## config.mk

```make
export PLATFORM = sky130hd
export DESIGN_NAME = vpw_out
export DESIGN_NICKNAME = d
export VERILOG_FILES = /design/src/sv/vpw_pkg.sv /design/src/sv/vpw_out.sv
export SDC_FILE = /design/constraint.sdc
export NUM_CORES = 1
export LEC_CHECK = 0
export BUFFER_PORTS_ARGS = -buffer_cell sky130_fd_sc_hd__buf_2
export CORE_AREA = 5 5 366 368
export DETAILED_ROUTE_END_ITERATION = 10
export DIE_AREA = 0 0 371 373
export GPL_TIMING_DRIVEN = 0
export HOLD_SLACK_MARGIN = 0.08
export MAX_ROUTING_LAYER = met4
export REMOVE_ABC_BUFFERS = 1
export SLEW_MARGIN = 40
export SYNTH_ARGS = -nofsm -noshare
export SYNTH_HDL_FRONTEND = slang
export SYNTH_SLANG_ARGS = --single-unit
export TNS_END_PERCENT = 5
```

## constraint.sdc

```tcl
create_clock -name clk -period 0.9 [get_ports clk]
set_input_delay 0.09 -clock clk [delete_from_list [all_inputs] [get_ports clk]]
set_output_delay 0.09 -clock clk [all_outputs]
set_load 0.05 [all_outputs]
```

## src/sv/vpw_pkg.sv

```systemverilog
// Shared types, constants and the divider step for the vertex projection block.
// Used by every module of vertex_project_to_window; depends on nothing.
package vpw_pkg;

    localparam int CoordW  = 32;   // Q16.16 coordinate width
    localparam int EntryW  = 16;   // Q4.12 matrix entry width
    localparam int ProdW   = 48;   // entry times coordinate
    localparam int PairW   = 49;
    localparam int ClipW   = 50;
    localparam int SumW    = 51;   // clip plus w
    localparam int ScaleW  = 13;
    localparam int OrigW   = 12;
    localparam int NumW    = 64;   // scaled numerator
    localparam int DenW    = 50;   // divisor magnitude
    localparam int QuotW   = 41;   // quotient bits, cap is 2^40
    localparam int CapSh   = 25;   // quotient width minus fraction shift
    localparam int FracSh  = 16;
    localparam int RegAddrW = 6;
    localparam int DataW    = 64;

    typedef enum logic [2:0] {
        REG_ROW0   = 3'd0,
        REG_ROW1   = 3'd1,
        REG_ROW2   = 3'd2,
        REG_ROW3   = 3'd3,
        REG_LEFT   = 3'd4,
        REG_BOTTOM = 3'd5,
        REG_WIDTH  = 3'd6,
        REG_HEIGHT = 3'd7
    } vpw_reg_t;

    typedef struct packed {
        logic [3:0][63:0]    rows;
        logic [OrigW-1:0]    left;
        logic [OrigW-1:0]    bottom;
        logic [ScaleW-1:0]   width;
        logic [ScaleW-1:0]   height;
    } vpw_cfg_t;

    typedef struct packed {
        logic             neg;
        logic             cap;
        logic [DenW-1:0]  rem;
        logic [QuotW-1:0] low;
        logic [QuotW-1:0] quot;
        logic [DenW-1:0]  den;
    } vpw_lane_t;

    typedef struct packed {
        logic                wzero;
        vpw_lane_t [2:0]     lane;
    } vpw_div_data_t;

    // One restoring division step: bring in the next dividend bit and subtract if it fits.
    function automatic vpw_lane_t div_step(vpw_lane_t a);
        vpw_lane_t      b;
        logic [DenW:0]  t;
        logic [DenW:0]  d;
        logic           ge;
        b  = a;
        t  = {a.rem, a.low[QuotW-1]};
        d  = {1'b0, a.den};
        ge = (t >= d);
        b.rem  = ge ? DenW'(t - d) : t[DenW-1:0];
        b.low  = {a.low[QuotW-2:0], 1'b0};
        b.quot = {a.quot[QuotW-2:0], ge};
        return b;
    endfunction

endpackage

```

## src/sv/vpw_out.sv

```systemverilog
// Rounding, sign, viewport offset and saturation into the output register.
// Depends on vpw_pkg.
module vpw_out (
    input  logic                          clk,
    input  logic                          rst_n,
    input  logic                          en,
    input  logic                          in_valid,
    input  vpw_pkg::vpw_div_data_t        in_data,
    input  vpw_pkg::vpw_cfg_t             cfg,
    output logic                          out_valid,
    output logic [3*vpw_pkg::CoordW-1:0]  out_data,
    output logic                          out_ok
);

    logic                          valid_reg;
    logic [3*vpw_pkg::CoordW-1:0]  data_reg;
    logic                          ok_reg;

    function automatic logic [31:0] finish(vpw_pkg::vpw_lane_t a, logic [11:0] origin);
        logic [40:0]        q;
        logic [41:0]        inc;
        logic [40:0]        mag;
        logic signed [42:0] sv;
        q   = a.cap ? {1'b1, 40'b0} : a.quot;
        inc = {1'b0, q} + 42'd1;
        mag = inc[41:1];
        sv  = a.neg ? -$signed({2'b0, mag}) : $signed({2'b0, mag});
        sv  = sv + $signed({15'b0, origin, 16'b0});
        if (sv > 43'sd2147483647)
        begin
            return 32'h7FFF_FFFF;
        end
        else if (sv < -43'sd2147483648)
        begin
            return 32'h8000_0000;
        end
        return sv[31:0];
    endfunction

    always_ff @(posedge clk or negedge rst_n)
    begin
        if (!rst_n)
        begin
            valid_reg <= 1'b0;
        end
        else if (en)
        begin
            valid_reg <= in_valid;
        end
    end

    always_ff @(posedge clk)
    begin
        if (en)
        begin
            if (in_data.wzero)
            begin
                data_reg <= '0;
                ok_reg   <= 1'b0;
            end
            else
            begin
                data_reg <= {finish(in_data.lane[2], 12'd0),
                             finish(in_data.lane[1], cfg.bottom),
                             finish(in_data.lane[0], cfg.left)};
                ok_reg   <= 1'b1;
            end
        end
    end

    assign out_valid = valid_reg;
    assign out_data  = data_reg;
    assign out_ok    = ok_reg;

endmodule

```

# Word level (Yosys, flattened, before mapping)
# Cells that the tools add are included.
[op_classes] n_addsub=8 mul=0 div_mod_pow=0 n_lt_le_gt_ge=6 eq_ne=0 n_shift=0 n_mux=28 n_bitwise=0 reduce_logical=0
[op_table] cell="two-way mux 32 bit" count=9
[op_table] cell="> comparator 43 x 32 -> 1 bit, second input constant" count=3
[op_table] cell="less-than comparator 43 x 32 -> 1 bit, second input constant" count=3
[op_table] cell="two-way mux 43 bit" count=3
[op_table] cell="negator 41 -> 43 bit" count=3
[op_table] cell="adder 41 x 1 -> 42 bit, second input constant" count=3
[op_table] cell="two-way mux 41 bit" count=3
[op_table] cell="adder 43 x 29 -> 43 bit" count=2
[op_table] cell="two-way mux 1 bit" count=13
[word_totals] reg_bits=98 latchBits=0 ramBits=0 rom_bits=0 input_bits=863 output_inout_bits=98 word_cells=45 memories=0

# Depth between registers and ports, before layout
# Gate-level depths: netlist (run 1).
[depth] depth_word=11 mapped_depth=33 mapped_depth_nobuf=26

# Worst setup path after synthesis (run 1)
# OpenSTA, ideal clock, no wires.
[synth_timing] kind="input to register" startpoint="input port in_data[182] (netlist bit)" endpoint="register data_reg, in the netlist out_data[25], data pin" setup_ps=265 t_arrival_ps=6700 required_ps=635 slack_ps=-6065 path_stages=33 path_buffers=7 path_cell_list="buf_2 > buf_2 > buf_2 > buf_1 > clkbuf_1 > nor2b_1 > ha_1 > nand3b_1 > or3_1 > clkbuf_1 > nor3_1 > mux2_2 > a2111oi_4 > nand3_1 > nand2_1 > xnor2_1 > ha_1 > fa_1 > a21o_1 > a21oi_1 > o21bai_1 > a21oi_1 > o21bai_1 > a211oi_1 > nor3b_1 > nor2_1 > nor2_1 > nand4_1 > a21oi_1 > a21oi_1 > o41ai_2 > buf_4 > o31ai_1"
[synth_via] elab_chain_len=11
[synth_lines] element="from (decl)" line="vpw_out.sv:8" rtl="input vpw_pkg::vpw_div_data_t in_data,"
[synth_lines] element="two-way mux 41 bit *" line="vpw_out.sv:24" rtl="q = a.cap ? {1'b1, 40'b0} : a.quot;"
[synth_lines] element="adder 41 x 1 -> 42 bit *" line="vpw_out.sv:25" rtl="inc = {1'b0, q} + 42'd1;"
[synth_lines] element="negator 41 -> 43 bit" line="vpw_out.sv:27" rtl="sv = a.neg ? -$signed({2'b0, mag}) : $signed({2'b0, mag});"
[synth_lines] element="two-way mux 43 bit *" line="vpw_out.sv:27"
[synth_lines] element="adder 43 x 29 -> 43 bit *" line="vpw_out.sv:28" rtl="sv = sv + $signed({15'b0, origin, 16'b0});"
[synth_lines] element="less-than comparator 43 x 32 -> 1 bit" line="vpw_out.sv:33" rtl="else if (sv < -43'sd2147483648)"
[synth_lines] element="two-way mux 1 bit" line="vpw_out.sv:33"
[synth_lines] element="two-way mux 1 bit" line="vpw_out.sv:29" rtl="if (sv > 43'sd2147483647)"
[synth_lines] element="two-way mux 1 bit" line="vpw_out.sv:56" rtl="if (in_data.wzero)"
[synth_lines] element="two-way mux 1 bit" line="vpw_out.sv:54" rtl="if (en)"
[synth_lines] element="two-way mux 32 bit *" line="vpw_out.sv:37" rtl="return sv[31:0];"
[synth_lines] element="to (signal assigned)" line="vpw_out.sv:63" rtl="data_reg <= {finish(in_data.lane[2], 12'd0),"
[synth_lines] element="to (decl)" line="vpw_out.sv:16" rtl="logic [3*vpw_pkg::CoordW-1:0] data_reg;"
# Every way passes the cells marked *; elsewhere a longest branch is shown, timed or not. The select of a mux whose other input is x is not followed.
# A chain may end at the register's enable or synchronous reset.

# Worst setup path after layout (run 1)
[layout_timing] startpoint="input port in_data[366] (netlist bit)" endpoint="register data_reg, in the netlist out_data[47], data pin"
# Same word-level chain as after synthesis.

==> results of run 1 <==
-- final cells by class --
class	count	area, sq um
Multi-Input combinational cell	1497	11100
Antenna cell	29	72.6
Fill cell	14809	111000
Tap cell	1755	2200
Sequential cell	98	2940
Clock inverter	7	81.3
Clock buffer	9	225
Inverter	36	136
Timing Repair Buffer	364	3100
-- metal layers --
layer	share of wire [%]	global-route usage [%]	vias up
met1	40	11.2	7339
met3	12	4.08	133
met2	45	14.8	705
met5	0	-	-
met4	3.6	3.43	0
li1	-	-	7147
-- power by group through the flow --
stage | clock network [W] | logic [W] | registers (W)
after floorplan | 0 | 0.00365 | 0.00738
after global placement | 0 | 0.00785 | 0.00584
after detailed placement | 0 | 0.00792 | 0.00582
after CTS | 0.00473 | 0.00959 | 0.00585
after global routing | 0.00485 | 0.0106 | 0.00588
final | 0.00456 | 0.0100 | 0.00583
-- metrics by stage --
step	total power, W	std cells	TNS, ns	setup WS [ns]
5_1_grt	0.0214	3791	-472.00	-4.93
2_1_floorplan	0.0110	1629	-478.68	-5.91
4_1_cts	0.0202	3750	-439.90	-4.53
3_3_place_gp	0.0137	3639	-911.76	-8.82
6_report	0.0204	3795	-443.49	-4.66
3_5_place_dp	0.0137	3647	-605.67	-7.36
-- cell usage after synthesis (30+ instances only) --
cell / number / share of area, %
a21oi_1: 45 / 1.7
a31oi_1: 30 / 1.4
buf_2: 34 / 1.3
clkbuf_1: 42 / 1.2
edfxtp_1: 97 / 22
ha_1: 30 / 2.8
inv_1: 34 / 0.95
nand2_1: 157 / 4.4
nand3_1: 75 / 2.8
nand4_1: 57 / 2.6
nor2_1: 127 / 3.5
nor2b_1: 67 / 3.1
nor3_1: 55 / 2.0
nor4_1: 33 / 1.5
o21ai_0: 78 / 2.9
o21ai_1: 77 / 2.9
o31ai_1: 31 / 1.7
or3_1: 41 / 1.9
xnor2_1: 117 / 7.6
xor2_1: 89 / 5.8
-- flip-flops by register name, indices dropped and copies added, names as in the netlist --
| name | flops |
|---|---|
| out_ok | 1 |
| out_valid | 1 |
| out_data | 96 |
-- worst max-delay path, delay by kind of cell --
kind	cells	cell delay, ns
adder cells (fa/ha/maj)	1	0.27
XOR/XNOR	1	0.25
AND/OR/NAND/NOR	6	1.48
AO/OA/AOI/OAI	14	2.30
buffers and inverters	8	1.28
-- repair_timing --
item                                    in CTS  in global routing
hold buffers                                 3                  0
resized for setup                          376                 67
endpoints found under the setup margin     194                195
buffers inserted                            76                 14
pin swaps                                   66                 51
cloned                                       9                  1
hold endpoints to repair                     2                  0
-- worst paths after layout --
kind | startpoint | to | slack [ns] | cells after the start
worst min-delay path | en | out_data[69] | 0.13 | 1
max in group asynchronous | rst_n | out_valid | 0.29 | 3
worst max register to register | out_valid | out_valid | 0.11 | 1
worst max-delay path | in_data[366] | out_data[47] | -4.66 | 30
min in group asynchronous | rst_n | out_valid | 0.51 | 3
worst min register to register | out_valid | out_valid | 0.58 | 1
-- cells by family (layout without fill, tap and decap cells) --
| kind of cell | Yosys count | count (layout) | share of synthesized area, % |
|---|---|---|---|
| and+or+nand+nor | 791 | 791 | 33.1 |
| AOI/OAI and AO/OA | 425 | 427 | 21.1 |
| xor gates and xnor gates | 207 | 207 | 13.5 |
| buffers and inverters | 131 | 416 | 4.25 |
| DFF | 98 | 98 | 21.8 |
| muxes | 40 | 40 | 3.13 |
| adders and majority gates | 32 | 32 | 3.08 |
| other | 0 | 29 | 0 |
==> impl_metrics.env, run 1 <==
export IMPL_status="finished, violations left"
export IMPL_violations="setup timing"
export IMPL_layout_commonest_cell="buf_2"
export IMPL_io_pins=961
export IMPL_p_per_area_nw_per_um2=1030
export IMPL_p_clk_share_pct=22.4
export IMPL_fp_coreArea_sq_um=130000
export IMPL_rsz0062_at_grt="yes"
export IMPL_chipWidth_microns=371
export IMPL_fp_dieH_microns=373
export IMPL_syn_to_final_growth_pct=47.6
export IMPL_whs_ns=0.130
export IMPL_p_sw_w=0.00903
export IMPL_clkSinkCount=98
export IMPL_groute_usage_overall_pct=9.61
export IMPL_globalRouteOverflowTotal=0
export IMPL_worst_pin_slew_ns=0.812
export IMPL_start_util_pct=10.3
export IMPL_setup_viol=194
export IMPL_cp_end_kind="register"
export IMPL_io_buffers=255
export IMPL_synth_area_per_cell_sq_um=7.81
export IMPL_nNetsFinal=2901
export IMPL_htreeDepth=3
export IMPL_irDropWorstVdd_v=0.000899
export IMPL_dpl_instance_area_sq_um=16700
export IMPL_power_frac_seq_pct=28.6
export IMPL_drive_gt1_share_pct=30.4
export IMPL_ys_seq_elements=98
export IMPL_cpPeakStageDelay_ns=0.38
export IMPL_cts_buffers=9
export IMPL_p_int_w=0.0114
export IMPL_routed_wl_microns=68000
export IMPL_combPwrFrac_pct=49.0
export IMPL_p_leak_nw=6.68
export IMPL_path_max_fanout=6
export IMPL_grt_max_degree=55
export IMPL_placementRows=133
export IMPL_synth_cell_area_sq_um=13500
export IMPL_skew_ns=0
export IMPL_slew_viol_final=0
export IMPL_swShare_pct=44.3
export IMPL_slowest_stage="or3_1"
export IMPL_min_delay_path_class="in -> reg"
export IMPL_crit_arrival_ns=5.69
export IMPL_fmax_ghz=0.180
export IMPL_routedWlPerCell_microns=17.9
export IMPL_dp_hpwl_microns=52000
export IMPL_hold_violations=0
export IMPL_yosys_warnings=0
export IMPL_die_area_sq_um=138000
export IMPL_first_pass_iters=7
export IMPL_layout_common_cells="151 x buf_2, 149 x nand2_1, 120 x nor2_1"
export IMPL_cts_tree="done"
export IMPL_grt_pass1_wl_microns=96800
export IMPL_drt_iter0_markers=1197
export IMPL_netlist_instances=1724
export IMPL_ys_flop_type="edfxtp_1"
export IMPL_setup_slack_ns=-4.66
export IMPL_num_vias=15324
export IMPL_synth_sequential_area_ratio_pct=21.8
export IMPL_ys_types=102
export IMPL_max_slew_margin_pct=45.5
export IMPL_drc=0
export IMPL_first_global_vias=14438
export IMPL_critPathLaunchType="input pin"
export IMPL_drv_cap=0
export IMPL_ant_nets=0
export IMPL_fin_crit_sh_pct=618
export IMPL_path_class="in -> reg"
export IMPL_root_buffer="clkbuf_16"
export IMPL_synth_edf_count=97
export IMPL_fin_crit_ns=5.56
export IMPL_antenna_found_initial=49
export IMPL_utilization_pct=15.2
export IMPL_synthArstFlopShare_pct=1.02
export IMPL_critPathRequiredTime_ns=1.03
export IMPL_fin_area_sq_um=19900
export IMPL_clkTransAtPathRegs_ns=0.09
export IMPL_clk_latency_ns=0.39
export IMPL_vias_per_cell=4.04
export IMPL_gp_congestion=0.918
export IMPL_clockBufferDepth=2
(Power assumes the default switching activity.)
==> run 2: changes to the inputs <==
- RECOVER_POWER: default -> 100
==> impl_metrics.env, run 2 (synthesized netlist as in run 1, its figures left out) <==
export IMPL_clkSinkCount=98
export IMPL_nNetsFinal=2901
export IMPL_critPathTopFamily="compound AO/OA/AOI/OAI gates"
export IMPL_violations="setup timing"
export IMPL_first_pass_iters=6
export IMPL_p_per_area_nw_per_um2=1030
export IMPL_reg2reg_slack_ns=0.11
export IMPL_path_max_fanout=6
export IMPL_met3_usage_pct=4.08
export IMPL_cp_end_kind="register"
export IMPL_clockBufferDepth=2
export IMPL_root_buffer="clkbuf_16"
export IMPL_p_leak_nw=6.67
export IMPL_rsz0062_at_grt="yes"
export IMPL_worst_pin_slew_ns=0.857
export IMPL_drv_cap=0
export IMPL_globalRouteMet2Util_pct=14.8
export IMPL_slew_viol_final=0
export IMPL_fp_dieH_microns=373
export IMPL_setup_slack_ns=-4.67
export IMPL_max_slew_margin_pct=42.9
export IMPL_largest_reg_flops=96
export IMPL_drt_iter0_markers=1216
export IMPL_min_path_cells=4
export IMPL_critPathRequiredTime_ns=1.03
export IMPL_fin_crit_sh_pct=619
export IMPL_gp_congestion=0.918
export IMPL_clkTransAtPathRegs_ns=0.11
export IMPL_drc=0
export IMPL_setup_tns_ns=-450.13
export IMPL_busiest_layer="met2"
export IMPL_drive_gt1_share_pct=30.4
export IMPL_placementRows=133
export IMPL_ant_nets=0
export IMPL_grt_max_degree=55
export IMPL_skew_ns=0
export IMPL_cts_tree="done"
export IMPL_chipWidth_microns=371
export IMPL_first_global_vias=14438
export IMPL_cpPeakStageDelay_ns=0.38
export IMPL_io_pins=961
export IMPL_critPathLaunchType="input pin"
export IMPL_r2r_end="out_valid"
export IMPL_met1_usage_pct=11.2
export IMPL_whs_ns=0.170
export IMPL_num_vias=15315
export IMPL_htreeDepth=3
export IMPL_irDropWorstVdd_v=0.000898
export IMPL_fmax_ghz=0.180
export IMPL_slowest_stage="or3_1"
export IMPL_layout_commonest_cell="buf_2"
export IMPL_crit_arrival_ns=5.70
export IMPL_rr_worst_depth=1
export IMPL_cp_depth=30
export IMPL_status="finished, violations left"
export IMPL_fp_coreArea_sq_um=130000
export IMPL_groute_usage_overall_pct=9.61
export IMPL_min_delay_path_class="in -> reg"
export IMPL_syn_to_final_growth_pct=47.5
export IMPL_setup_viol=249
export IMPL_routed_wl_microns=68000
export IMPL_cp_startpoint="in_data[366]"
export IMPL_dp_hpwl_microns=52000
export IMPL_clk_latency_ns=0.39
export IMPL_fin_crit_ns=5.57
export IMPL_die_area_sq_um=138000
export IMPL_routedWlPerCell_microns=17.9
export IMPL_io_buffers=255
export IMPL_vias_per_cell=4.04
export IMPL_min_to="out_data[16]"
export IMPL_grt_pass1_wl_microns=96800
export IMPL_start_util_pct=10.3
export IMPL_cts_buffers=9
export IMPL_r2r_start="out_valid"
export IMPL_path_class="in -> reg"
export IMPL_path_buf_inv=8
export IMPL_hp_start="cfg[38]"
export IMPL_layout_common_cells="151 x buf_2, 149 x nand2_1, 120 x nor2_1"
export IMPL_globalRouteOverflowTotal=0
export IMPL_antenna_found_initial=49
export IMPL_hold_violations=0
## run 2: changes by cell type in the layout (fill, tap and decap cells not counted)
| cell | before | now |
|---|---|---|
| clkbuf_4 | 1 | 2 |
| diode_2 | 29 | 27 |
| buf_8 | 5 | 4 |
## run 2: metrics by stage
stage / total power (W) / util (%) / setup slack, ns / cell area [sq um] / instances
CTS: 0.0202 / 14.8 / -4.53 / 19400 / 3750
global route: 0.0214 / 15.2 / -4.93 / 19900 / 3791
detailed placement: 0.0137 / 12.8 / -7.36 / 16700 / 3647
finish: 0.0204 / 15.2 / -4.67 / 19900 / 3793
global placement: 0.0137 / 12.6 / -8.82 / 16500 / 3639
floorplan: 0.0110 / - / -5.91 / 13000 / 1629
## run 2: what timing repair did
| item | 4_1_cts | 5_1_grt |
|---|---|---|
| pin swaps | 66 | 51 |
| setup endpoints to repair | 194 | 195 |
| endpoints found under the hold margin | 2 | 0 |
| gates cloned | 9 | 1 |
| resized for setup | 376 | 67 |
| hold buffers | 3 | 0 |
| buffers inserted | 76 | 14 |
## run 2: layout make-up
class,count,area (sq um)
Fill cell,14810,111000
Multi-Input combinational cell,1497,11100
Timing Repair Buffer,364,3090
Sequential cell,98,2940
Tap cell,1755,2200
Clock buffer,9,225
Inverter,36,136
Clock inverter,7,81.3
Antenna cell,27,67.6
## run 2: worst min-delay path: cells and delay by family
family          cells  cell delay (ns)
compound gates      1             0.12
fa+ha+maj           1             0.15
buf+inv             2             0.11
## run 2: layer usage
| metal | wire length (microns) | part of all wire [%] |
|---|---|---|
| met1 | 27100 | 40 |
| met2 | 30500 | 45 |
| met3 | 8000 | 12 |
| met4 | 2430 | 3.6 |
| met5 | 0 | 0 |
## run 2: power by group
group | internal [W] | total, W | switching (W)
clock | 0.00201 | 0.00455 | 0.00254
combinational | 0.00377 | 0.00999 | 0.00622
sequential | 0.00557 | 0.00583 | 0.000257
total | 0.0114 | 0.0204 | 0.00902
## run 2: worst max-delay path by stage
stage,slack [ns],end
2_1_floorplan,-5.91,out_data[25]
3_3_place_gp,-8.82,out_data[30]
3_5_place_dp,-7.36,out_data[32]
4_1_cts,-4.53,out_data[45]
5_1_grt,-4.93,out_data[10]
6_report,-4.67,out_data[47]
