<file path="src/sv/vpw_pkg.sv">
// Shared types, constants and the divider step for the vertex projection block.
// Used by every module of vertex_project_to_window; depends on nothing.
package vpw_pkg;

    localparam int CoordW  = 32;   // Q16.16 coordinate width
    localparam int EntryW  = 16;   // Q4.12 matrix entry width
    localparam int ProdW   = 48;   // entry times coordinate
    localparam int PairW   = 49;
    localparam int ClipW   = 50;
    localparam int SumW    = 51;   // clip plus w
    localparam int ScaleW  = 13;
    localparam int OrigW   = 12;
    localparam int NumW    = 64;   // scaled numerator
    localparam int DenW    = 50;   // divisor magnitude
    localparam int QuotW   = 41;   // quotient bits, cap is 2^40
    localparam int CapSh   = 25;   // quotient width minus fraction shift
    localparam int FracSh  = 16;
    localparam int RegAddrW = 6;
    localparam int DataW    = 64;

    typedef enum logic [2:0] {
        REG_ROW0   = 3'd0,
        REG_ROW1   = 3'd1,
        REG_ROW2   = 3'd2,
        REG_ROW3   = 3'd3,
        REG_LEFT   = 3'd4,
        REG_BOTTOM = 3'd5,
        REG_WIDTH  = 3'd6,
        REG_HEIGHT = 3'd7
    } vpw_reg_t;

    typedef struct packed {
        logic [3:0][63:0]    rows;
        logic [OrigW-1:0]    left;
        logic [OrigW-1:0]    bottom;
        logic [ScaleW-1:0]   width;
        logic [ScaleW-1:0]   height;
    } vpw_cfg_t;

    typedef struct packed {
        logic             neg;
        logic             cap;
        logic [DenW-1:0]  rem;
        logic [QuotW-1:0] low;
        logic [QuotW-1:0] quot;
        logic [DenW-1:0]  den;
    } vpw_lane_t;

    typedef struct packed {
        logic                wzero;
        vpw_lane_t [2:0]     lane;
    } vpw_div_data_t;

    // One restoring division step: bring in the next dividend bit and subtract if it fits.
    function automatic vpw_lane_t div_step(vpw_lane_t a);
        vpw_lane_t      b;
        logic [DenW:0]  t;
        logic [DenW:0]  d;
        logic           ge;
        b  = a;
        t  = {a.rem, a.low[QuotW-1]};
        d  = {1'b0, a.den};
        ge = (t >= d);
        b.rem  = ge ? DenW'(t - d) : t[DenW-1:0];
        b.low  = {a.low[QuotW-2:0], 1'b0};
        b.quot = {a.quot[QuotW-2:0], ge};
        return b;
    endfunction

endpackage

</file>
<file path="src/sv/vpw_cfg.sv">
// APB-style register file for the matrix rows and the viewport.
// Depends on vpw_pkg.
module vpw_cfg (
    input  logic                          clk,
    input  logic                          rst_n,
    input  logic                          psel,
    input  logic                          penable,
    input  logic                          pwrite,
    input  logic [vpw_pkg::RegAddrW-1:0]  paddr,
    input  logic [vpw_pkg::DataW-1:0]     pwdata,
    output logic [vpw_pkg::DataW-1:0]     prdata,
    output logic                          pready,
    output vpw_pkg::vpw_cfg_t             cfg
);

    vpw_pkg::vpw_cfg_t cfg_reg;
    vpw_pkg::vpw_reg_t idx;
    logic              wr;

    assign idx    = vpw_pkg::vpw_reg_t'(paddr[5:3]);
    assign wr     = psel && penable && pwrite;
    assign pready = 1'b1;
    assign cfg    = cfg_reg;

    always_ff @(posedge clk or negedge rst_n)
    begin
        if (!rst_n)
        begin
            cfg_reg.rows[0] <= 64'h0000_0000_0000_1000;
            cfg_reg.rows[1] <= 64'h0000_0000_1000_0000;
            cfg_reg.rows[2] <= 64'h0000_1000_0000_0000;
            cfg_reg.rows[3] <= 64'h1000_0000_0000_0000;
            cfg_reg.left    <= '0;
            cfg_reg.bottom  <= '0;
            cfg_reg.width   <= 13'd1024;
            cfg_reg.height  <= 13'd1024;
        end
        else if (wr)
        begin
            unique case (idx)
                vpw_pkg::REG_ROW0:   cfg_reg.rows[0] <= pwdata;
                vpw_pkg::REG_ROW1:   cfg_reg.rows[1] <= pwdata;
                vpw_pkg::REG_ROW2:   cfg_reg.rows[2] <= pwdata;
                vpw_pkg::REG_ROW3:   cfg_reg.rows[3] <= pwdata;
                vpw_pkg::REG_LEFT:   cfg_reg.left    <= pwdata[vpw_pkg::OrigW-1:0];
                vpw_pkg::REG_BOTTOM: cfg_reg.bottom  <= pwdata[vpw_pkg::OrigW-1:0];
                vpw_pkg::REG_WIDTH:  cfg_reg.width   <= pwdata[vpw_pkg::ScaleW-1:0];
                vpw_pkg::REG_HEIGHT: cfg_reg.height  <= pwdata[vpw_pkg::ScaleW-1:0];
                default: ;
            endcase
        end
    end

    always_comb
    begin
        unique case (idx)
            vpw_pkg::REG_ROW0:   prdata = cfg_reg.rows[0];
            vpw_pkg::REG_ROW1:   prdata = cfg_reg.rows[1];
            vpw_pkg::REG_ROW2:   prdata = cfg_reg.rows[2];
            vpw_pkg::REG_ROW3:   prdata = cfg_reg.rows[3];
            vpw_pkg::REG_LEFT:   prdata = {52'b0, cfg_reg.left};
            vpw_pkg::REG_BOTTOM: prdata = {52'b0, cfg_reg.bottom};
            vpw_pkg::REG_WIDTH:  prdata = {51'b0, cfg_reg.width};
            vpw_pkg::REG_HEIGHT: prdata = {51'b0, cfg_reg.height};
            default:             prdata = '0;
        endcase
    end

endmodule

</file>
<file path="config.mk">
export PLATFORM = sky130hd
export DESIGN_NAME = vpw_cfg
export DESIGN_NICKNAME = d
export VERILOG_FILES = /design/src/sv/vpw_pkg.sv /design/src/sv/vpw_cfg.sv
export SDC_FILE = /design/constraint.sdc
export NUM_CORES = 1
export LEC_CHECK = 0
export ABC_AREA = 1
export BUFFER_PORTS_ARGS = -buffer_cell sky130_fd_sc_hd__buf_4
export CAP_MARGIN = 20
export CORE_MARGIN = 3
export CORE_UTILIZATION = 40
export DETAILED_ROUTE_END_ITERATION = 8
export GPL_TIMING_DRIVEN = 0
export PLACE_DENSITY = 0.66
export SETUP_SLACK_MARGIN = 0.02
export SLEW_MARGIN = 20
export SYNTH_ARGS = -nofsm -noshare
export SYNTH_HDL_FRONTEND = slang
export SYNTH_SLANG_ARGS = --single-unit
</file>
<file path="constraint.sdc">
create_clock -name clk -period 3.4 [get_ports clk]
set_input_delay 0.17 -clock clk [delete_from_list [all_inputs] [get_ports clk]]
set_output_delay 0.17 -clock clk [all_outputs]
set_load 0.03 [all_outputs]
</file>
== After elaboration in Yosys (flattened, before gate mapping) ==
Cells that the tools add are included.

* Register bits after elaboration: 306
* Bits of input ports: 75
* Output and inout port bits: 371
* Word-level logic and storage cells: 27

* Equality and inequality tests: 7
* Mux-type cells: 1
* Reduce and logical (&&, ||, !) cells: 11

{| class="wikitable"
|+ Operators by type and width
! kind !! number
|-
| one-hot mux 64 bit (8 select lines) || 1
|-
| AND reduction 2 bit || 8
|-
| == test 3 bit (second input constant) || 4
|-
| == test 3 x 2 -> 1 bit (second input constant) || 2
|-
| == test 3 x 1 -> 1 bit (second input constant) || 1
|-
| logical NOT 3 bit || 1
|-
| logical AND 1 bit || 2
|}

== Longest topological paths before layout ==
Gate-level depths: netlist of run 1.

* Depth in word-level cells: 3
* Gate-level depth with buffers: 9
* Gate-level depth less buffers: 6

== Least setup slack after synthesis of run 1 ==
OpenSTA, ideal clock, no wires.

* Path type: in2out
* Start point: input port paddr[5] (netlist bit)
* End point: output port prdata[12] (netlist bit)
* Arrival time: 1.377 ns
* Required time: 3.230 ns
* Setup slack: 1.853 ns
* Cell stages on the path: 6
* Buffers on the path: 3
* Cell sequence: buf_2 clkbuf_1 clkbuf_1 nand4_1 o21a_1 nand3_1

* Cells in the longest elaborated chain, start to end: 2
* Elaborated cells between the ends (all ways): 9
* Classes of those cells: 7 x eq/ne; 1 x mux; 1 x reduce/logical

{| class="wikitable"
|+ RTL lines
! item !! RTL line !! source
|-
| start: declaration || vpw_cfg.sv:9 || <nowiki>input logic [vpw_pkg::RegAddrW-1:0] paddr,</nowiki>
|-
| == test 3 bit (tied with other cells) || vpw_cfg.sv:56 || <nowiki>unique case (idx)</nowiki>
|-
| one-hot mux 64 bit (8 select lines) (*) || vpw_cfg.sv:56 ||
|-
| end: declaration || vpw_cfg.sv:11 || <nowiki>output logic [vpw_pkg::DataW-1:0] prdata,</nowiki>
|}

Every way passes the cells marked *; elsewhere a longest branch is shown, timed or not.

== Worst setup path after layout of run 1 ==
* Start point: input port paddr[3] (netlist bit)
* End point: output port prdata[3] (netlist bit)

Same word-level chain as after synthesis.

==> summary.md, run 1 <==
| Metric | Value |
|---|---|
| Hold Crit Class | input pin to register |
| Core Footprint | roughly 0.033 mm^2 |
| Die height | about 190 um |
| Routed vias/inst | between 5 and 6 |
| H-tree levels | 2 |
| Worst EP arrival | 2.56 ns |
| Hold slack | between 0.15 and 0.2 ns |
| Clk_lat worst skew | ~0.51 ns |
| Clock Sinks | 306 |
| Via Count | between 10000 and 15000 |
| Syn avg cell area | roughly 8.5 um^2 |
| Postcts setup bufs | 0 |
| Initial Util | around two fifths |
| Number of synthesized register bits | around 310 |
| Final setup viols | 0 |
| Die area | around 0.036 mm^2 |
| Largest net degree at the start of global routing | 98 |
| Worst Skew | 0 ns |
| Fillers | 3007 |
| Met1 Usage GRT | about two fifths |
| Post-route DRC | 0 |
| Port bufs | approximately 440 |
| WS Path Type | input pin to output port |
| Final Slew Violations | 0 |
| Fin area | ~0.019 mm^2 |
| Total wire length | about 60000 um |
| Average routed wire per standard cell | ~23 um |
| TritonRoute pass-1 iters | 5 |
| Post-Syn Area | 0.0134 mm^2 |
| Post_cts resized | 0 |
| PwrDens | ~720 mW/mm^2 |
| Post-layout min period | ~2.7 ns |
| CTS clk-pin slew, worst paths | ~0.06 ns |
| LEAKAGE | ~0.0096 uW |
| Status | finished, final reports clean |
| RSZ-0062 raised after global routing | no |
| FF-to-FF Start | cfg[23]$_DFFE_PN1P_ |
| Seq/Total Area, Yosys | 57.4% |
| Die W | ~190 um |
| Hold path start | paddr[5] |
| Fin nets | around 2200 |
| Number of nets with antenna violations after routing | 0 |
| Final hold vios | 0 |
| # rows | 66 |
| Peak Freq | 366 MHz |
| VDD IR max | a little over 500 uV |
| YS warnings | 0 |
| Area grow syn2layout | 43.7% |
| Worst-margin pin slew | 1.03 ns |
| GRT Residual Overflow | 0 |
| CTS Hold Bufs | 65 |
| Setup crit end kind | output port |
| Syn_nets | around 1700 |
| Max-slew headroom | a little under a third |
| Routing usage on met3 | between 8 and 9% |
| Reg2Reg Depth | 2 |
| Post-Synthesis Cells | roughly 1600 |
| Hold Path End | cfg[49]$_DFFE_PN0P_ |
| CP Launch Type | input pin |
| R2r endpoint | cfg[23]$_DFFE_PN1P_ |
| CTS tree | done |
| Layout cell share with drive strength beyond 1 | about a quarter |
| CTS max path bufs | 3 |
| CP Max Fanout | 10 |
| Antenna violations before repair | 1 |
| Area of placed instances | between 0.015 and 0.02 mm^2 |
| Initial DRC Count | around 1500 |
| Clock Tree Root | clkbuf_16 |
| FF-to-FF setup slack | 2.57 ns |
| Gr busiest metal | met2 |
| Max FFs per register | between 300 and 400 |
| First-pass GRT wire length | approximately 90000 um |
| CTS buffer count | 35 |
| Critical Path RT | roughly 3.2 ns |
| Period utilisation layout | 80.3% |
| Hold Path Depth | 5 |
| Dpl hpwl | ~43000 um |
| MaxCap Viol Count | 0 |
| Final Total Pwr | between 10000 and 15000 uW |
| I/O Pins | roughly 450 |
| Gpl congestion | 0.929 |
| Post-synth cell types | 20 |
| Vias in the first global route | around 14000 |
| Met2 Usage GRT | 55.2% |
| Total Routing Usage GR | approximately a third |
synth_stat cells, drive strengths merged:
library cell	number	area (um^2)
clkbuf	71	267
nor3	3	20.0
conb	1	3.75
nand2	427	1600
nand4	165	1030
a21oi	88	440
o21a	1	7.51
dfstp	6	158
inv	84	315
nand3	29	145
nor2	131	494
dfrtp	300	7510
buf	53	274
o21ai	218	1090
routing by layer:
| metal | share of wire (%) | wire (um) |
|---|---|---|
| met1 | 38 | 22600 |
| met2 | 48 | 28900 |
| met3 | 10 | 6040 |
| met4 | 4.1 | 2450 |
| met5 | 0 | 0 |
worst max-delay path by stage:
stage	from	end	cells past startpoint	slack, ns
floorplan	paddr[5]	prdata[12]	6	1.85
global placement	rst_n	cfg[75]$_DFFE_PN0P_	1	-0.64
detailed placement	paddr[3]	prdata[3]	8	0.69
CTS	paddr[3]	prdata[3]	8	0.68
global route	paddr[3]	prdata[3]	8	0.60
finish	paddr[3]	prdata[3]	8	0.67
cells in the final DEF (no fill, tap or decap):
master,instances
o21ai_1,64
nor2_2,1
buf_4,445
buf_2,39
inv_1,80
a21oi_1,88
buf_1,7
nand4_1,165
nor3_1,2
dfstp_2,6
nor3_2,1
bufinv_16,7
o21ai_0,154
clkbuf_16,37
dlygate4sd3_1,65
diode_2,1
buf_16,3
nand2_1,427
nand3_1,29
clkinv_2,3
clkbuf_1,80
conb_1,1
o21a_1,1
buf_8,1
dfrtp_1,300
inv_2,4
clkbuf_8,4
nor2_1,130
area by class of cell:
| type | instances | area [um^2] | area share [%] |
|---|---|---|---|
| flip-flops and latches | 306 | 7660 | 39.9 |
| clock buffers | 50 | 1010 | 5.29 |
| diodes | 1 | 2.50 | 0.0130 |
| well taps | 442 | 553 | 2.88 |
| multi-input cells | 1063 | 4840 | 25.2 |
| inverters | 84 | 315 | 1.64 |
| repair buffers | 507 | 4040 | 21.0 |
| clock inverters | 10 | 225 | 1.17 |
| plain buffers | 124 | 541 | 2.82 |
power by group:
part | switching [uW] | internal (uW)
clock | 1540 | 2600
sequential | 718 | 4390
combinational | 3030 | 1590
total | 5300 | 8580
stage by stage:
stage / TNS, ns / instances / utilization, % / setup WS, ns
finish: 0 / 2587 / 58.7 / 0.670
global route: 0 / 2587 / 58.7 / 0.602
CTS: 0 / 2586 / 58.7 / 0.685
detailed placement: 0 / 2461 / 52.9 / 0.692
global placement: -182.48 / 2458 / 52.6 / -0.639
floorplan: 0 / 1577 / - / 1.85
logic make-up (layout without fill, tap and decap cells):
group | count (synthesis) | after routing | share of synthesized area (%)
AND/OR/NAND/NOR | 755 | 755 | 24.7
AO/OA/AOI/OAI | 307 | 307 | 11.5
flip-flops | 306 | 306 | 57.4
buffers and inverters | 208 | 775 | 6.41
other | 1 | 2 | 0.0281
worst max-delay path, stage by stage:
cell and delay, ns:
buf_2 0.16, nor2_1 0.41, nand2_1 0.16, inv_2 0.24, clkbuf_1 0.80, nand2_1 0.23
nand3_1 0.19, buf_4 0.17
(Power assumes the default switching activity.)
==> run 2: changes to the inputs <==
- PLACE_DENSITY: 0.66 -> 0.68
- clock period: 3.4 -> 2.19 ns (I/O delays scaled with it)
==> run 2 against run 1 <==
  * Clock power up 41%
  * Hold slack got worse by 0.073 ns
  * First-iteration DRC count down 14%
  * Critical path type unchanged
  * Critical endpoint is now prdata[50]
  * Highest routed layer unchanged
==> summary.md, run 2 (synthesis gave the netlist of run 1 again) <==
| Metric | Value |
|---|---|
| First-pass GRT wire length | 87200 um (-2.7%) |
| VDD IR max | 874 uV (+70%) |
| Logic pwr share | 33.9% (+0.6 points) |
| Final setup viols | 0 (unchanged) |
| Final hold vios | 0 (unchanged) |
| Core Footprint | 0.0327 mm^2 (unchanged) |
| Most common cell after layout, fill and taps aside | buf_4 |
| Critical Path RT | 2.08 ns (-1.15 ns) |
| Sw Share | 38.7% (+0.57 points) |
| CP Launch Type | input pin |
| Die W | 189 um (unchanged) |
| Sequential fraction of design power | 38.1% (+1.3 points) |
| Postcts setup bufs | 0 (unchanged) |
| LEAKAGE | 0.00956 uW (-0.25%) |
| CTS buffer count | 35 (unchanged) |
| Total Routing Usage GR | 31.8% (-0.97 points) |
| Crit path launch | paddr[3] |
| Initial Util | 40.8% (unchanged) |
| Max FFs per register | 306 (unchanged) |
| Hold Crit Class | input pin to async pin |
| Post-layout min period | about 2.1 ns |
| Vias in the first global route | 14100 (-2.3%) |
| TritonRoute pass-1 iters | 5 (unchanged) |
| Clock network power share | 28.0% (-1.9 points) |
| FF-to-FF Start | cfg[23]$_DFFE_PN1P_ |
| Clock Sinks | 306 (unchanged) |
| Period utilisation layout | between 90% and 100% |
| Peak Freq | 481 MHz |
| Via Count | 14400 (-1.0%) |
| Dpl hpwl | 42200 um (-0.84%) |
| Routed vias/inst | 5.55 (-1.0%) |
| Number of nets with antenna violations after routing | 0 (unchanged) |
| Fin nets | 2195 (-0.046%) |
| Worst Slack Setup Final | 0.109 ns (-0.561 ns) |
| # diodes | 0 (-1) |
| Port bufs | 439 (unchanged) |
| Gpl congestion | 0.909 (-2.2%) |
| Clock Tree Root | clkbuf_16 |
| Post-layout util | 58.4% (-0.26 points) |
| Average routed wire per standard cell | 22.5 um (-2.7%) |
| GRT Residual Overflow | 0 (unchanged) |
| Worst-margin pin slew | 0.905 ns (-0.124 ns) |
| Area grow syn2layout | 43.0% |
| Die height | 189 um (unchanged) |
| Initial DRC Count | 1255 (-14%) |
| Placement Setup Slack | -0.230 ns (-0.921 ns) |
| CP Max Fanout | 10 (unchanged) |
| Antenna violations before repair | 0 (-1) |
| I/O Pins | 446 (unchanged) |
| Total wire length | 58300 um (-2.7%) |
| Worst Skew | 0 ns (unchanged) |
| Final Slew Violations | 0 (unchanged) |
| # rows | 66 (unchanged) |
| RSZ-0062 raised after global routing | no |
| Int Pwr | 12800 uW (+49%) |
| Worst EP arrival | 1.97 ns (-0.59 ns) |
| Largest net degree at the start of global routing | 99 (+1.0%) |
| Die area | 0.0356 mm^2 (unchanged) |
| Sw Pwr | 8110 uW (+53%) |
| Fillers | 2989 (-0.60%) |
| CTS clk-pin slew, worst paths | 0.06 ns (about the same) |
| Max-slew headroom | 39.6% (+8.2 points) |
| CTS tree | done |
| Setup crit end kind | output port |
| PwrDens | 1100 mW/mm^2 (+52%) |
| CTS max path bufs | 3 (unchanged) |
| Status | finished, final reports clean |
| Layout cell share with drive strength beyond 1 | 26.0% (+0.31 points) |
| Most frequent cells in the layout | buf_4, nand2_1, dfrtp_1 |
| Clk_lat worst skew | 0.50 ns (about the same) |
| MaxCap Viol Count | 0 (unchanged) |
| WS Path Type | input pin to output port |
| H-tree levels | 2 (unchanged) |
| Post-route DRC | 0 (unchanged) |
==> run 2: cell types whose count changed in the layout (fill, tap and decap cells not counted), sizes merged <==
| cell | delta |
|---|---|
| bufinv | -5 |
| clkbuf | +6 |
| clkinv | -2 |
| clkinvlp | +2 |
| diode | -1 |
==> run 2: path summary, 6_finish.rpt <==
kind | slack, ns | depth (start not counted) | to
hold reg to reg | 0.51 | 2 | cfg[302]$_DFFE_PN1P_
setup / recovery | 0.11 | 8 | prdata[50]
max in group asynchronous | 0.75 | 4 | cfg[71]$_DFFE_PN0P_
hold / removal | 0.12 | 2 | cfg[18]$_DFFE_PN0P_
setup reg to reg | 1.33 | 2 | cfg[23]$_DFFE_PN1P_
min in group clk | 0.14 | 5 | cfg[37]$_DFFE_PN0P_
==> run 2: cell type report <==
class	instances	area, um^2	share of cell area (%)
Clock buffer	57	1060	5.55
Sequential cell	306	7660	40.1
Timing Repair Buffer	507	4040	21.1
Tap cell	442	553	2.89
Multi-Input combinational cell	1063	4840	25.4
Clock inverter	5	80.1	0.419
Buffer	123	549	2.88
Inverter	84	315	1.65
==> run 2: power by group through the flow <==
stage	Clock, uW	Combinational, uW	Sequential [uW]
CTS	5930	7130	7940
detailed placement	0	7030	8010
floorplan	0	1690	10000
finish	5850	7110	7980
global placement	0	6930	8000
global route	6150	7540	8100
==> run 2: critical path, stage by stage <==
cell,delay [ns]
buf_2,0.16
nor2_1,0.34
nand2_1,0.15
inv_2,0.26
clkbuf_2,0.48
nand2_1,0.13
nand4_1,0.12
buf_4,0.20
==> run 2: through the flow <==
step                total power [uW]  cells  cell area [um^2]  setup TNS (ns)  hold WS (ns)
floorplan                      11700   1577             13400               0        -0.186
global placement               14900   2458             17200         -521.58         0.326
detailed placement             15000   2461             17300           -7.42        0.0443
global route                   21800   2587             19100               0         0.157
finish                         20900   2587             19100               0         0.118
CTS                            21000   2587             19100               0         0.111
==> run 2: per-layer routing <==
layer	track usage, %	wire (um)	vias to the layer above
met5	0	0	-
li1	-	-	6393
met3	7.61	5700	152
met4	12.6	2520	0
met2	53.3	28100	859
met1	39.9	22100	6947
==> run 2: repair_timing <==
action,CTS,global route
hold endpoints to repair,425,0
gates cloned,0,0
setup endpoints to repair,51,36
resized for setup,5,12
hold buffers,65,0
==> run 3: changes to the inputs <==
- CORE_ASPECT_RATIO: not set -> 1.75
- PLACE_DENSITY: 0.68 -> 0.66
- clock period: 2.19 -> 2.55 ns (I/O delays scaled with it)
==> run 3 against run 2 <==
  * Sequential power down 14%
  * Final area fell by 1.2%
  * Clock-buffer cell count down 8
  * Sequential share of layout area rose by 0.50 points
  * Global-route usage rose by 1.1 points
  * Combinational power is 14% lower
  * Die area is 0.24% higher
  * Power shrank 17%
  * Non-clock buffer count up 1
==> summary.md, run 3 (synthesis gave the netlist of run 1 again) <==
| Metric | Value |
|---|---|
| Cell chain of the critical path | buf_2, nor2_1, nand2_1, inv_2, clkbuf_1, nand2_1, nand4_1, buf_4 |
| Max stage delay on crit path | 0.70 ns (+0.22 ns) |
| Fin area | 0.0189 mm^2 (-1.2%) |
| WS Path Type | input pin to output port |
| Final Slew Violations | 0 (unchanged) |
| Most frequent cells in the layout | buf_4, nand2_1, dfrtp_1 |
| Area of placed instances | 0.0172 mm^2 (-0.30%) |
| VDD IR max | 663 uV (-24%) |
| Hold Crit Class | input pin to async pin |
| First-pass GRT wire length | 88700 um (+1.7%) |
| Total wire length | 60500 um (+3.7%) |
| Clock Sinks | 306 (unchanged) |
| Worst-margin pin slew | 0.886 ns (-0.0191 ns) |
| CTS tree | done |
| Status | finished, final reports clean |
| MaxCap Viol Count | 0 (unchanged) |
| CTS buffer count | 30 (-14%) |
| Postcts setup bufs | 0 (unchanged) |
| Delay-heaviest family, CP | buffers and inverters |
| Most common cell on crit path | nand2_1 |
| PwrDens | 922 mW/mm^2 (-16%) |
| FF-to-FF setup slack | 1.74 ns (+0.41 ns) |
| Final setup TNS | 0 ns (unchanged) |
| Antenna violations before repair | 0 (unchanged) |
| # rows | 87 (+32%) |
| Port bufs | 439 (unchanged) |
| Average routed wire per standard cell | 23.8 um (+5.7%) |
| Final Total Pwr | 17400 uW (-17%) |
| Critical Path RT | 2.42 ns (+0.34 ns) |
| CTS max path bufs | 3 (unchanged) |
| Number of nets with antenna violations after routing | 0 (unchanged) |
| Post-layout min period | around 2.4 ns |
| CTS clk-pin slew, worst paths | 0.06 ns (about the same) |
| Vias in the first global route | 14200 (+0.74%) |
| Core Footprint | 0.0325 mm^2 (-0.47%) |
| Max-slew headroom | 40.9% (+1.3 points) |
| Worst EP arrival | 2.27 ns (+0.30 ns) |
| Period utilisation layout | 93.8% |
| Routed vias/inst | 5.61 (+1.1%) |
| CP Max Fanout | 10 (unchanged) |
| Dpl hpwl | 45000 um (+6.6%) |
| Clk_lat worst skew | 0.56 ns (+0.06 ns) |
| Area grow syn2layout | 41.2% |
| Die area | 0.0357 mm^2 (+0.24%) |
| Die W | 144 um (-24%) |
| GRT Residual Overflow | 0 (unchanged) |
| Final setup viols | 0 (unchanged) |
| Most common cell after layout, fill and taps aside | buf_4 |
| Peak Freq | roughly 420 MHz |
| Initial DRC Count | 1041 (-17%) |
| TritonRoute pass-1 iters | 8 (+3) |
| Gpl congestion | 0.981 (+7.9%) |
| LEAKAGE | 0.00946 uW (-1.1%) |
| Slowest CP cell | clkbuf_1 |
| Post-route DRC | 0 (unchanged) |
| CP Launch Type | input pin |
| Initial Util | 41.0% (+0.19 points) |
| Placement Setup Slack | 0.0379 ns (+0.268 ns) |
| Worst Slack Setup Final | 0.157 ns (+0.0479 ns) |
| Clock Tree Root | clkbuf_16 |
| Via Count | 14200 (-0.73%) |
| Total Routing Usage GR | 32.9% (+1.1 points) |
| Post-layout util | 58.0% (-0.45 points) |
| Setup crit end kind | output port |
| Final hold vios | 0 (unchanged) |
| # diodes | 0 (unchanged) |
| Worst Path Buf+Inv | 4 (unchanged) |
| Worst Skew | 0 ns (unchanged) |
| H-tree levels | 1 (-1) |
| Layout cell share with drive strength beyond 1 | 25.5% (-0.53 points) |
| Largest net degree at the start of global routing | 100 (+1.0%) |
| Die height | 248 um (+31%) |
| RSZ-0062 raised after global routing | no |
| Fin nets | 2191 (-0.18%) |
| I/O Pins | 446 (unchanged) |
| Max FFs per register | 306 (unchanged) |
## run 3: cell type report
type	count	area [um^2]
buffer	124	542
tap	400	500
inverter	84	315
timing repair buffer	507	4040
clock inverter	6	57.6
clock buffer	49	913
multi-input combinational	1063	4840
fill	3066	13700
sequential	306	7660
## run 3: worst paths after layout
check | start | to | cells after the start
worst max-delay path | paddr[3] | prdata[24] | 8
worst min-delay path | rst_n | cfg[176]$_DFFE_PN0P_ | 2
worst max register to register | cfg[23]$_DFFE_PN1P_ | cfg[23]$_DFFE_PN1P_ | 2
worst min register to register | cfg[222]$_DFFE_PN1P_ | cfg[222]$_DFFE_PN1P_ | 2
max in group asynchronous | rst_n | cfg[142]$_DFFE_PN1P_ | 3
min in group clk | paddr[3] | cfg[28]$_DFFE_PN0P_ | 5
## run 3: metrics by stage
| stage | std cells | hold slack [ns] |
|---|---|---|
| 6_report | 2539 | 0.110 |
| 5_1_grt | 2539 | 0.132 |
| 4_1_cts | 2539 | 0.0921 |
| 3_5_place_dp | 2419 | 0.107 |
| 3_3_place_gp | 2416 | 0.345 |
| 2_1_floorplan | 1577 | -0.168 |
## run 3: what timing repair did
item                                   CTS  global route
setup endpoints to repair                1             0
endpoints found under the hold margin  388             0
hold buffers                            65             0
resized for setup                        1             0
## run 3: report_power, final
part | internal [uW] | leakage (uW) | switching (uW)
sequential | 5860 | 0.00385 | 1010
combinational | 2110 | 0.00513 | 3990
clock | 2530 | 0.000475 | 1890
## run 3: routing by layer
metal,up-vias,track usage (%),wire (um)
li1,6363,-,-
met1,6973,36.6,20800
met2,745,59.2,31800
met3,165,6.17,4470
met4,0,16.7,3500
met5,-,0,0
